### src/hdl/htfd_pkg.sv
// Shared types, constants and the hex digit decoder for the hex text frame deframer.
// No dependencies; used by htfd_parser and hex_text_frame_deframer.
package htfd_pkg;

	localparam logic [7:0] FRAME_MARK = 8'h3A;
	localparam int HEADER_LEN = 7;
	localparam int HEADER_W = HEADER_LEN * 8;
	localparam logic [4:0] HEADER_CHARS = 5'd14;
	localparam int COUNT_W = 18;

	typedef enum logic [1:0] {
		PH_HUNT,
		PH_HEADER,
		PH_BODY,
		PH_DROP
	} phase_t;

	typedef enum logic [1:0] {
		ST_SUM_OK,
		ST_SUM_BAD,
		ST_BODY_BAD,
		ST_HEAD_DROP
	} status_t;

	typedef struct packed {
		status_t     status;
		logic [7:0]  source;
		logic [15:0] destination;
		logic [7:0]  opcode;
		logic [15:0] payload_length;
		logic [15:0] computed_sum;
		logic [15:0] received_sum;
	} result_t;

	// Case-insensitive hex digit; anything else decodes as zero.
	function automatic logic [3:0] digit_value(input logic [7:0] c);
		logic [3:0] v;
		v = 4'd0;
		if (c >= 8'h30 && c <= 8'h39) begin
			v = 4'(c - 8'h30);
		end else if (c >= 8'h61 && c <= 8'h66) begin
			v = 4'(c - 8'h57);
		end else if (c >= 8'h41 && c <= 8'h46) begin
			v = 4'(c - 8'h37);
		end
		return v;
	endfunction

endpackage

### src/hdl/htfd_parser.sv
// Frame parser: phase state machine, header and checksum registers.
// Depends on htfd_pkg. Consumes one registered character per step.
module htfd_parser (
	input  logic              clk,
	input  logic              arst_n,
	input  logic              step,
	input  logic [7:0]        char_in,
	input  logic              chunk_end,
	input  logic              link_drop,
	output logic              res_valid,
	output htfd_pkg::result_t res
);

	localparam int CW = htfd_pkg::COUNT_W;
	localparam int HW = htfd_pkg::HEADER_W;

	htfd_pkg::phase_t phase_q, phase_d;
	logic [CW-1:0] count_q, count_d;
	logic [3:0]    high_q, high_d;
	logic [HW-1:0] header_q, header_d;
	logic [15:0]   run_q, run_d;
	logic [15:0]   trail_q, trail_d;
	logic          colon_q, colon_d;

	logic          is_colon;
	logic [3:0]    dv;
	logic [7:0]    byte_v;
	logic [CW-1:0] count_inc;
	logic [15:0]   len;
	logic [CW-1:0] total;
	logic          hdr_done;
	logic          body_done;

	assign is_colon  = (char_in == htfd_pkg::FRAME_MARK);
	assign dv        = htfd_pkg::digit_value(char_in);
	assign byte_v    = {high_q, dv};
	assign count_inc = count_q + CW'(1);
	assign len       = header_q[15:0];
	// Body length in characters: payload plus two checksum bytes, two digits each.
	assign total     = {1'b0, len, 1'b0} + CW'(4);
	assign hdr_done  = (count_inc >= CW'(htfd_pkg::HEADER_CHARS));
	assign body_done = (count_inc >= total);

	// Next phase.
	always_comb begin
		phase_d = phase_q;
		if (link_drop) begin
			phase_d = htfd_pkg::PH_HUNT;
		end else begin
			case (phase_q)
				htfd_pkg::PH_HUNT: begin
					if (is_colon) phase_d = htfd_pkg::PH_HEADER;
				end
				htfd_pkg::PH_HEADER: begin
					if (is_colon) begin
						phase_d = chunk_end ? htfd_pkg::PH_HUNT : htfd_pkg::PH_DROP;
					end else if (hdr_done) begin
						phase_d = htfd_pkg::PH_BODY;
					end
				end
				htfd_pkg::PH_BODY: begin
					if (body_done) phase_d = htfd_pkg::PH_HUNT;
				end
				htfd_pkg::PH_DROP: begin
					if (chunk_end) phase_d = htfd_pkg::PH_HUNT;
				end
				default: phase_d = htfd_pkg::PH_HUNT;
			endcase
		end
	end

	// Data registers and result.
	always_comb begin
		count_d   = count_q;
		high_d    = high_q;
		header_d  = header_q;
		run_d     = run_q;
		trail_d   = trail_q;
		colon_d   = colon_q;
		res_valid = 1'b0;
		res       = '0;
		if (link_drop) begin
			count_d  = '0;
			high_d   = '0;
			header_d = '0;
			run_d    = '0;
			trail_d  = '0;
			colon_d  = 1'b0;
		end else begin
			case (phase_q)
				htfd_pkg::PH_HUNT: begin
					if (is_colon) begin
						count_d  = '0;
						high_d   = '0;
						header_d = '0;
						run_d    = '0;
						trail_d  = '0;
						colon_d  = 1'b0;
					end
				end
				htfd_pkg::PH_HEADER: begin
					if (is_colon) begin
						count_d    = '0;
						high_d     = '0;
						header_d   = '0;
						run_d      = '0;
						trail_d    = '0;
						colon_d    = 1'b0;
						res_valid  = 1'b1;
						res.status = htfd_pkg::ST_HEAD_DROP;
					end else begin
						if (!count_q[0]) begin
							high_d = dv;
						end else begin
							header_d = {header_q[HW-9:0], byte_v};
							run_d    = run_q + {8'd0, byte_v};
						end
						count_d = hdr_done ? '0 : count_inc;
					end
				end
				htfd_pkg::PH_BODY: begin
					if (is_colon) begin
						colon_d = 1'b1;
					end else if (!count_q[0]) begin
						high_d = dv;
					end else if (count_q[CW-1:1] < {1'b0, len}) begin
						run_d = run_q + {8'd0, byte_v};
					end else begin
						trail_d = {trail_q[7:0], byte_v};
					end
					count_d = count_inc;
					if (body_done) begin
						res_valid          = 1'b1;
						res.source         = header_q[47:40];
						res.destination    = header_q[39:24];
						res.opcode         = header_q[23:16];
						res.payload_length = header_q[15:0];
						if (colon_d) begin
							res.status = htfd_pkg::ST_BODY_BAD;
						end else begin
							res.status       = (run_d == trail_d) ? htfd_pkg::ST_SUM_OK
							                                      : htfd_pkg::ST_SUM_BAD;
							res.computed_sum = run_d;
							res.received_sum = trail_d;
						end
						count_d  = '0;
						high_d   = '0;
						header_d = '0;
						run_d    = '0;
						trail_d  = '0;
						colon_d  = 1'b0;
					end
				end
				htfd_pkg::PH_DROP: begin
				end
				default: begin
				end
			endcase
		end
	end

	always_ff @(posedge clk or negedge arst_n) begin
		if (!arst_n) begin
			phase_q  <= htfd_pkg::PH_HUNT;
			count_q  <= '0;
			high_q   <= '0;
			header_q <= '0;
			run_q    <= '0;
			trail_q  <= '0;
			colon_q  <= 1'b0;
		end else if (step) begin
			phase_q  <= phase_d;
			count_q  <= count_d;
			high_q   <= high_d;
			header_q <= header_d;
			run_q    <= run_d;
			trail_q  <= trail_d;
			colon_q  <= colon_d;
		end
	end

endmodule

### src/hdl/hex_text_frame_deframer.sv
// A frame's last character waits in the input register until the parser steps on it; the
// report it completes is registered in the result register and presented from there.
// Throughput: one character per cycle; the input stalls only while a report waits for
// out_ready.
// Reset (arst_n low, asynchronous) empties both registers and returns the parser to hunting
// with all header, sum and count state cleared. Depends on htfd_pkg and htfd_parser.
module hex_text_frame_deframer (
	input  logic        clk,
	input  logic        arst_n,
	input  logic        in_valid,
	output logic        in_ready,
	input  logic [7:0]  char_in,
	input  logic        chunk_end,
	input  logic        link_drop,
	output logic        out_valid,
	input  logic        out_ready,
	output logic [1:0]  status,
	output logic [7:0]  source,
	output logic [15:0] destination,
	output logic [7:0]  opcode,
	output logic [15:0] payload_length,
	output logic [15:0] computed_sum,
	output logic [15:0] received_sum
);

	// Input register: holds one transferred character until the parser can take it.
	logic       valid_s1;
	logic [7:0] char_s1;
	logic       end_s1;
	logic       drop_s1;

	// Result register.
	logic              valid_s2;
	htfd_pkg::result_t res_s2;

	logic              step;
	logic              res_valid;
	htfd_pkg::result_t res;

	// The parser advances whenever a character is waiting and the result register is
	// free or being emptied this cycle, so a result never overwrites an untaken one.
	assign step     = valid_s1 && (!valid_s2 || out_ready);
	// A new character can enter while the previous one moves into the parser.
	assign in_ready = !valid_s1 || step;

	always_ff @(posedge clk or negedge arst_n) begin
		if (!arst_n) begin
			valid_s1 <= 1'b0;
		end else if (in_ready) begin
			valid_s1 <= in_valid;
		end
	end

	always_ff @(posedge clk) begin
		if (in_valid && in_ready) begin
			char_s1 <= char_in;
			end_s1  <= chunk_end;
			drop_s1 <= link_drop;
		end
	end

	htfd_parser u_parser (
		.clk       (clk),
		.arst_n    (arst_n),
		.step      (step),
		.char_in   (char_s1),
		.chunk_end (end_s1),
		.link_drop (drop_s1),
		.res_valid (res_valid),
		.res       (res)
	);

	// Most characters produce no report; the result register only fills on a
	// frame end or a dropped header.
	always_ff @(posedge clk or negedge arst_n) begin
		if (!arst_n) begin
			valid_s2 <= 1'b0;
		end else if (step) begin
			valid_s2 <= res_valid;
		end else if (out_ready) begin
			valid_s2 <= 1'b0;
		end
	end

	always_ff @(posedge clk) begin
		if (step && res_valid) begin
			res_s2 <= res;
		end
	end

	assign out_valid      = valid_s2;
	assign status         = res_s2.status;
	assign source         = res_s2.source;
	assign destination    = res_s2.destination;
	assign opcode         = res_s2.opcode;
	assign payload_length = res_s2.payload_length;
	assign computed_sum   = res_s2.computed_sum;
	assign received_sum   = res_s2.received_sum;

endmodule

### config.mk
export PLATFORM = sky130hd
export DESIGN_NAME = hex_text_frame_deframer
export DESIGN_NICKNAME = d
export VERILOG_FILES = /design/src/hdl/htfd_pkg.sv /design/src/hdl/htfd_parser.sv /design/src/hdl/hex_text_frame_deframer.sv
export SDC_FILE = /design/constraint.sdc
export NUM_CORES = 1
export LEC_CHECK = 0
export BUFFER_PORTS_ARGS = -buffer_cell sky130_fd_sc_hd__buf_4
export CAP_MARGIN = 25
export CORE_MARGIN = 2
export CORE_UTILIZATION = 53
export CTS_BUF_LIST = sky130_fd_sc_hd__clkbuf_4 sky130_fd_sc_hd__clkbuf_8
export DETAILED_ROUTE_END_ITERATION = 8
export PLACE_DENSITY = 0.72
export SETUP_SLACK_MARGIN = 0.3
export SLEW_MARGIN = 0
export SYNTH_ARGS = -nofsm -noshare
export SYNTH_HDL_FRONTEND = slang
export SYNTH_SLANG_ARGS = --single-unit
### constraint.sdc
create_clock -name clk -period 7.2 [get_ports clk]
set_input_delay 1.8 -clock clk [delete_from_list [all_inputs] [get_ports clk]]
set_output_delay 1.8 -clock clk [all_outputs]
set_load 0.03 [all_outputs]
==> results of run 1 <==
==> per-stage QoR <==
step | utilization (%) | setup slack [ns] | hold WS (ns) | std cells | power [W]
after floorplan | - | 2.261 | 0.4304 | 1113 | 0.001532
after global placement | 57.75 | 2.086 | 0.4420 | 1422 | 0.001654
after detailed placement | 57.75 | 2.052 | 0.4477 | 1422 | 0.001659
after CTS | 59.90 | 2.023 | 0.4745 | 1454 | 0.002431
after global routing | 59.96 | 1.324 | 0.4892 | 1455 | 0.002527
final | 59.96 | 1.866 | 0.4677 | 1455 | 0.002432
==> worst min-delay path by stage <==
stage	end	start	cells after the start
3_5_place_dp	u_parser.header_q[40]	u_parser.header_q[40]	2
2_1_floorplan	u_parser.header_q[40]	u_parser.header_q[40]	2
6_report	u_parser.header_q[40]	u_parser.header_q[40]	2
3_3_place_gp	u_parser.header_q[40]	u_parser.header_q[40]	2
4_1_cts	u_parser.header_q[40]	u_parser.header_q[40]	2
5_1_grt	u_parser.header_q[40]	u_parser.header_q[40]	2
==> power groups by stage <==
stage / sequential, W / clock (W) / combinational (W)
6_report: 0.00122 / 0.000784 / 0.000432
5_1_grt: 0.00122 / 0.000840 / 0.000468
4_1_cts: 0.00122 / 0.000795 / 0.000420
3_5_place_dp: 0.00124 / 0 / 0.000419
3_3_place_gp: 0.00124 / 0 / 0.000416
2_1_floorplan: 0.00123 / 0 / 0.000302
==> kinds of logic (layout without fill, tap and decap cells) <==
kind of cell | count (synthesis) | after routing | synth area share (%)
xor gates and xnor gates | 74 | 74 | 5.773
AOI/OAI and AO/OA | 232 | 232 | 14.87
muxes | 18 | 18 | 1.649
and+or+nand+nor | 427 | 427 | 19.28
adders and majority gates | 51 | 51 | 5.751
DFF | 199 | 199 | 48.46
buffers and inverters | 112 | 179 | 4.224
==> registers in the layout, indices dropped and copies added, names as in the netlist <==
| signal | cells |
|---|---|
| payload_length | 16 |
| char_s1 | 8 |
| status | 2 |
| u_parser.colon_q | 1 |
| out_valid | 1 |
| source | 8 |
| computed_sum | 16 |
| u_parser.high_q | 4 |
| u_parser.trail_q | 16 |
| received_sum | 16 |
| u_parser.phase_q | 2 |
| end_s1 | 1 |
| u_parser.run_q | 16 |
| valid_s1 | 1 |
| u_parser.header_q | 48 |
| drop_s1 | 1 |
| opcode | 8 |
| destination | 16 |
| u_parser.count_q | 18 |
==> cells in the final DEF (no fill, tap or decap), drive strengths merged, types with 3 or more instances in the layout <==
master and n:
a22o 36, edfxtp 92, xnor2 51, nand3 70
a31oi 8, mux2i 17, o211ai 6, nand2 129
nor2b 8, or2 4, inv 46, a21boi 3
o21ai 54, nand3b 3, ha 50, buf 108
xor2 23, dfrtp 107, nor3b 5, nand4 20
or3 7, nor4 10, a21oi 38, and2 37
o21a 3, a2bb2oi 4, and4 6, clkinv 7
clkbuf 17, nand2b 9, o31ai 16, o221ai 3
nor3 31, a21o 10, o21bai 3, and3 10
o2111ai 3, a311oi 6, nor2 66, a211oi 11
==> layer usage <==
layer  vias to the layer above  wire length (um)
met5                         -                 0
met4                         0               620
met3                        55              2152
met2                       367             12840
met1                      4295             13210
li1                       4138                 -
==> area by class of cell <==
type | count | area [um^2]
inverter | 39 | 147.6
timing repair buffer | 108 | 814.5
sequential | 199 | 5440
tap | 275 | 344.1
clock buffer | 17 | 234.0
fill | 1840 | 8364
multi-input combinational | 802 | 5329
clock inverter | 15 | 215.2
==> tightest hold or removal path: stages (launching register included) <==
cell,delay [ns]
dfrtp_1,0.35
nand2_1,0.05
nand2_1,0.05
==> results.yml, run 1 <==
pwr:
  p_int_w: 0.001620
  p_sw_share_pct: 33.40
  pwr-share-clk_pct: 32.2
  p_switching_w: 0.0008122
  seq_power_share_pct: 50.0
  power_density_nw_per_um2: 194.2
  leakage_nw: 5.364
  combPwrFrac_pct: 17.8
  vdd_drop_max_mv: 0.1507
sta:
  hold_viol: 0
  setup_tns_ns: 0
  maxSlewHeadroom_pct: 29.40
  fmax_mhz: 187.5
  rsz0062_at_grt: "no"
  finalCritPeriodShare_pct: 74.09
  fin_crit_ns: 5.334
  setup_violations: 0
  final-max-slew-violation-count: 0
  finClkSkew_ns: 0.01868
  worstMarginPinSlew_ns: 1.059
synthesis:
  synth.largest_area_cell: "edfxtp_1"
  synth_cells: 1113
  netlist_area_um2: 11230
  ys_types: 90
  ys_warn_count: 0
  ys.flop_type: "dfrtp_1"
  yosys-top-cells-count: "nand2_1 (129), dfrtp_1 (107), edfxtp_1 (92), nand3_1 (69), nor2_1 (63)"
  synth-edff-count: 92
  syn-num-nets: 1178
  netlist_top_cells_area: "edfxtp_1 (25%), dfrtp_1 (24%), ha_1 (5.6%)"
  post-synth-top-count-cell: "nand2_1"
  async_reset_ff_share_pct: 53.77
  synth-seq-cells: 199
  avgSynthCellArea_um2: 10.09
  synth-seq-area-share_pct: 48.46
  synth_top_cell_area_share_pct: 24.61
global_routing:
  busiest_layer: "met2"
  grt_use_met3_pct: 4.939
  grt_use_met2_pct: 39.84
  grt_pass1_wl_um: 45860
  grt_use_total_pct: 26.50
  grt_overflow: 0
  grt_max_degree: 69
  met1_usage_pct: 39.44
  antenna_found_initial: 0
  first_global_vias: 8289
clocking:
  clock_sinks: 199
  post-cts-setup-buffer-count: 0
  worstSkewPairLatency_ns: 0.48
  numCtsBuffers: 17
  cts_resized: 0
  clk_path_buf_depth: 2
  cts_tree: "done"
  postCtsHoldBufs: 0
  path_clk_slew_ns: 0.12
  cts-root-buf: "clkbuf_8"
  htree_levels: 4
critical_path:
  end_kind: "flop"
  cp_num_buf_inv: 2
  cp.depth: 16
  worstSetupStartpointType: "flop"
  crit_required_ns: 7.38
  cp_top_family: "simple AND/OR/NAND/NOR gates"
  rr_worst_depth: 16
  reg2reg_from: "u_parser.header_q[5]"
  worst_r2r_endpoint: "received_sum[1]"
  cp_cell_sequence: "clkinv_1, nor4_1, nand3_1, nor3_1, nand2_1, xnor2_1, ha_1, o21a_1, o21ai_0, nor3_1, o31ai_1, a21bo_2, nor2_2, nand2_1, buf_4, a211oi_1"
  slowest_stage: "nor2_2"
  critPathMaxFanout: 34
  crit_start: "u_parser.header_q[5]"
  endpoint: "received_sum[1]"
  crit_type: "reg -> reg"
  arrival_ns: 5.52
  crit_path_max_incr_delay_ns: 0.83
  r2r_setup_slack_ns: 1.87
floorplan:
  rows: 53
  ios: 98
  dieArea_um2: 22360
  die_h_um: 149.5
  die_x_um: 149.5
  initial_utilization_pct: 53.75
  core_um2: 20890
placement:
  place_area_um2: 12060
  gp_congestion: 0.9738
  dpl.hpwl_um: 20670
  io_buffers: 97
route:
  drc: 0
  drt-total-wl_um: 28820
  wl_per_cell_um: 19.81
  dr.pass1.iters: 7
  drt_iter0_drc: 827
  vias: 8855
  postRouteAntennaNets: 0
  avgViaCountPerCell: 6.086
status:
  status: "complete, no violations"
layout:
  nNetsFinal: 1232
  drive_above_1_share_pct: 14.83
  post-route-cell-area_um2: 12520
  antenna_cells: 0
  syn2layout_area_growth_pct: 11.56
min_path:
  hp-class: "reg -> reg"
flow_run:
  maxCapViolCount: 0
Note: power is estimated with default switching activity, not from simulation.
==> run 2, diff against run 1 <==
Settings changed: ABC_AREA from default to 1.
Clock period 7.2 ns to 5.1 ns, I/O delays scaled along.
==> results.yml, run 2 <==
status:
  status: "complete, no violations"
pwr:
  combPwrFrac_pct: 19.1
  vdd_drop_max_mv: 0.1978
  p_switching_w: 0.001197
  pwr-share-clk_pct: 30.9
  p_sw_share_pct: 35.06
  p_int_w: 0.002217
  leakage_nw: 5.584
  seq_power_share_pct: 50.0
  power_density_nw_per_um2: 267.7
layout:
  regMostFlops: "u_parser.header_q"
  layout_commonest_cell: "nand2_1"
  syn2layout_area_growth_pct: 13.04
  nFillCells: 1891
  reg_top3: "u_parser.header_q x48, u_parser.count_q x18"
  final_cell_count_no_fill: 1773
  largest_reg_flops: 48
  nNetsFinal: 1550
  final_cell_mix: "nand2_1 (356), inv_1 (180), nor2_1 (148)"
  antenna_cells: 0
  drive_above_1_share_pct: 12.95
  post-route-cell-area_um2: 12750
floorplan:
  core_um2: 20960
  initial_utilization_pct: 53.84
  rows: 53
  die_x_um: 149.9
  ios: 98
  die_h_um: 149.9
  dieArea_um2: 22470
synthesis:
  netlist_top_cells_area: "edfxtp_1 (24%), dfrtp_1 (24%), nand2_1 (12%)"
  ys_warn_count: 0
  ys_types: 44
  syn-num-nets: 1467
  avgSynthCellArea_um2: 8.047
  synth-seq-area-share_pct: 48.22
  netlist_area_um2: 11280
  synth.largest_area_cell: "edfxtp_1"
  synth-edff-count: 92
  synth_cells: 1402
  post-synth-top-count-cell: "nand2_1"
  synth-seq-cells: 199
  ys.flop_type: "dfrtp_1"
  async_reset_ff_share_pct: 53.77
  yosys-top-cells-count: "nand2_1 (356), inv_1 (180), nor2_1 (150), nand3_1 (131), dfrtp_1 (107)"
  synth_top_cell_area_share_pct: 24.49
sta:
  worstMarginPinSlew_ns: 0.7256
  fin_crit_ns: 4.222
  setup_tns_ns: 0
  rsz0062_at_grt: "no"
  final-max-slew-violation-count: 0
  fmax_mhz: 236.8
  hold_viol: 0
  maxSlewHeadroom_pct: 51.57
  finClkSkew_ns: 0.01509
  finalCritPeriodShare_pct: 82.79
  setup_violations: 0
critical_path:
  cp_num_buf_inv: 3
  worstSetupStartpointType: "flop"
  critPathMaxFanout: 96
  cp_top_family: "simple AND/OR/NAND/NOR gates"
  end_kind: "flop"
  crit_path_max_incr_delay_ns: 0.64
  crit_type: "reg -> reg"
  cp_cell_sequence: "nand3_1, nor2_2, nand2_2, nor2_4, nand3_4, xor2_1, inv_1, ha_1, nand2_1, nor2_1, a211oi_1, nand2_1, nand2_1, nand2_1, nand2_1, nand2_1, nand2_1, nand3_2, nor2_2, buf_4, nor2_4, buf_6, nand3_1, o21ai_0"
  cp_common_cell: "nand2_1"
  crit_start: "u_parser.count_q[0]"
  arrival_ns: 4.56
  crit_required_ns: 5.44
  reg2reg_from: "u_parser.count_q[0]"
  slowest_stage: "dfrtp_1"
global_routing:
  grt_overflow: 0
  grt_use_total_pct: 26.70
  first_global_vias: 8821
  antenna_found_initial: 0
  grt_max_degree: 97
  grt_pass1_wl_um: 46690
placement:
  io_buffers: 97
  placed_cells: 1738
  place_area_um2: 12290
  gp_congestion: 0.9762
  dpl.hpwl_um: 21560
route:
  wl_per_cell_um: 16.37
  drt-total-wl_um: 29030
  vias: 9729
  avgViaCountPerCell: 5.487
  drt_iter0_drc: 1068
  dr.pass1.iters: 7
  postRouteAntennaNets: 0
  drc: 0
clocking:
  cts-root-buf: "clkbuf_8"
  worstSkewPairLatency_ns: 0.48
  numCtsBuffers: 17
  cts_tree: "done"
  path_clk_slew_ns: 0.12
  clock_sinks: 199
  clk_path_buf_depth: 2
  htree_levels: 4
min_path:
  hp-start: "u_parser.header_q[17]"
  hp-class: "reg -> reg"
flow_run:
  maxCapViolCount: 0
## run 2: worst paths after layout
kind / endpoint / slack [ns] / depth (start not counted)
max: u_parser.header_q[31] / 0.88 / 24
min: u_parser.header_q[25] / 0.52 / 2
max reg2reg: u_parser.header_q[31] / 0.88 / 24
min reg2reg: u_parser.header_q[25] / 0.52 / 2
max in group asynchronous: u_parser.high_q[2] / 3.43 / 2
min in group asynchronous: u_parser.header_q[24] / 0.72 / 1
## run 2: layout make-up
| class | instances | area, um^2 | share of cell area (%) |
|---|---|---|---|
| sequential | 199 | 5440 | 42.66 |
| clock buffer | 18 | 241.5 | 1.893 |
| clock inverter | 14 | 180.2 | 1.413 |
| tap | 275 | 344.1 | 2.698 |
| timing repair buffer | 115 | 917.1 | 7.191 |
| inverter | 189 | 709.4 | 5.563 |
| multi-input combinational | 963 | 4921 | 38.59 |
## run 2: kinds of logic after synthesis
group / synth area share (%)
simple gates: 27.70
flops: 48.22
buf+inv: 8.340
xor+xnor: 2.085
fa+ha+maj: 5.723
compound gates: 7.929
## run 2: routing by layer
| metal | part of all wire, % | wire length (um) | GRT usage, % |
|---|---|---|---|
| met1 | 47 | 13740 | 41.63 |
| met2 | 44 | 12850 | 39.86 |
| met5 | 0 | 0 | 0 |
| met4 | 0.61 | 176 | 4.858 |
| met3 | 7.8 | 2255 | 3.963 |
## run 2: per-stage QoR
step | setup slack (ns) | hold slack, ns | power [W] | util, %
floorplan | 0.9545 | 0.4711 | 0.002212 | -
global placement | 0.7628 | 0.4881 | 0.002370 | 58.66
detailed placement | 0.7561 | 0.4936 | 0.002375 | 58.66
CTS | 0.7342 | 0.5259 | 0.003412 | 60.68
global route | 0.4242 | 0.5622 | 0.003554 | 60.86
finish | 0.8776 | 0.5214 | 0.003414 | 60.86
## run 2: power by group through the flow
stage / Combinational (W) / Clock (W) / Sequential (W)
after floorplan: 0.000481 / 0 / 0.00173
after global placement: 0.000629 / 0 / 0.00174
after detailed placement: 0.000633 / 0 / 0.00174
after CTS: 0.000636 / 0.00107 / 0.00171
after global routing: 0.000712 / 0.00113 / 0.00171
final: 0.000651 / 0.00106 / 0.00171
## run 2: repair_timing
| action | CTS | global route |
|---|---|---|
| setup endpoints to repair | 0 | 25 |
| setup buffers | 0 | 3 |
| gates resized for setup | 0 | 1 |
| hold buffers | 0 | 0 |
## run 2: worst min-delay path, cell delays in order, from the launching register on
cell     delay [ns]
dfrtp_1        0.36
nand3_1        0.07
o21ai_0        0.06
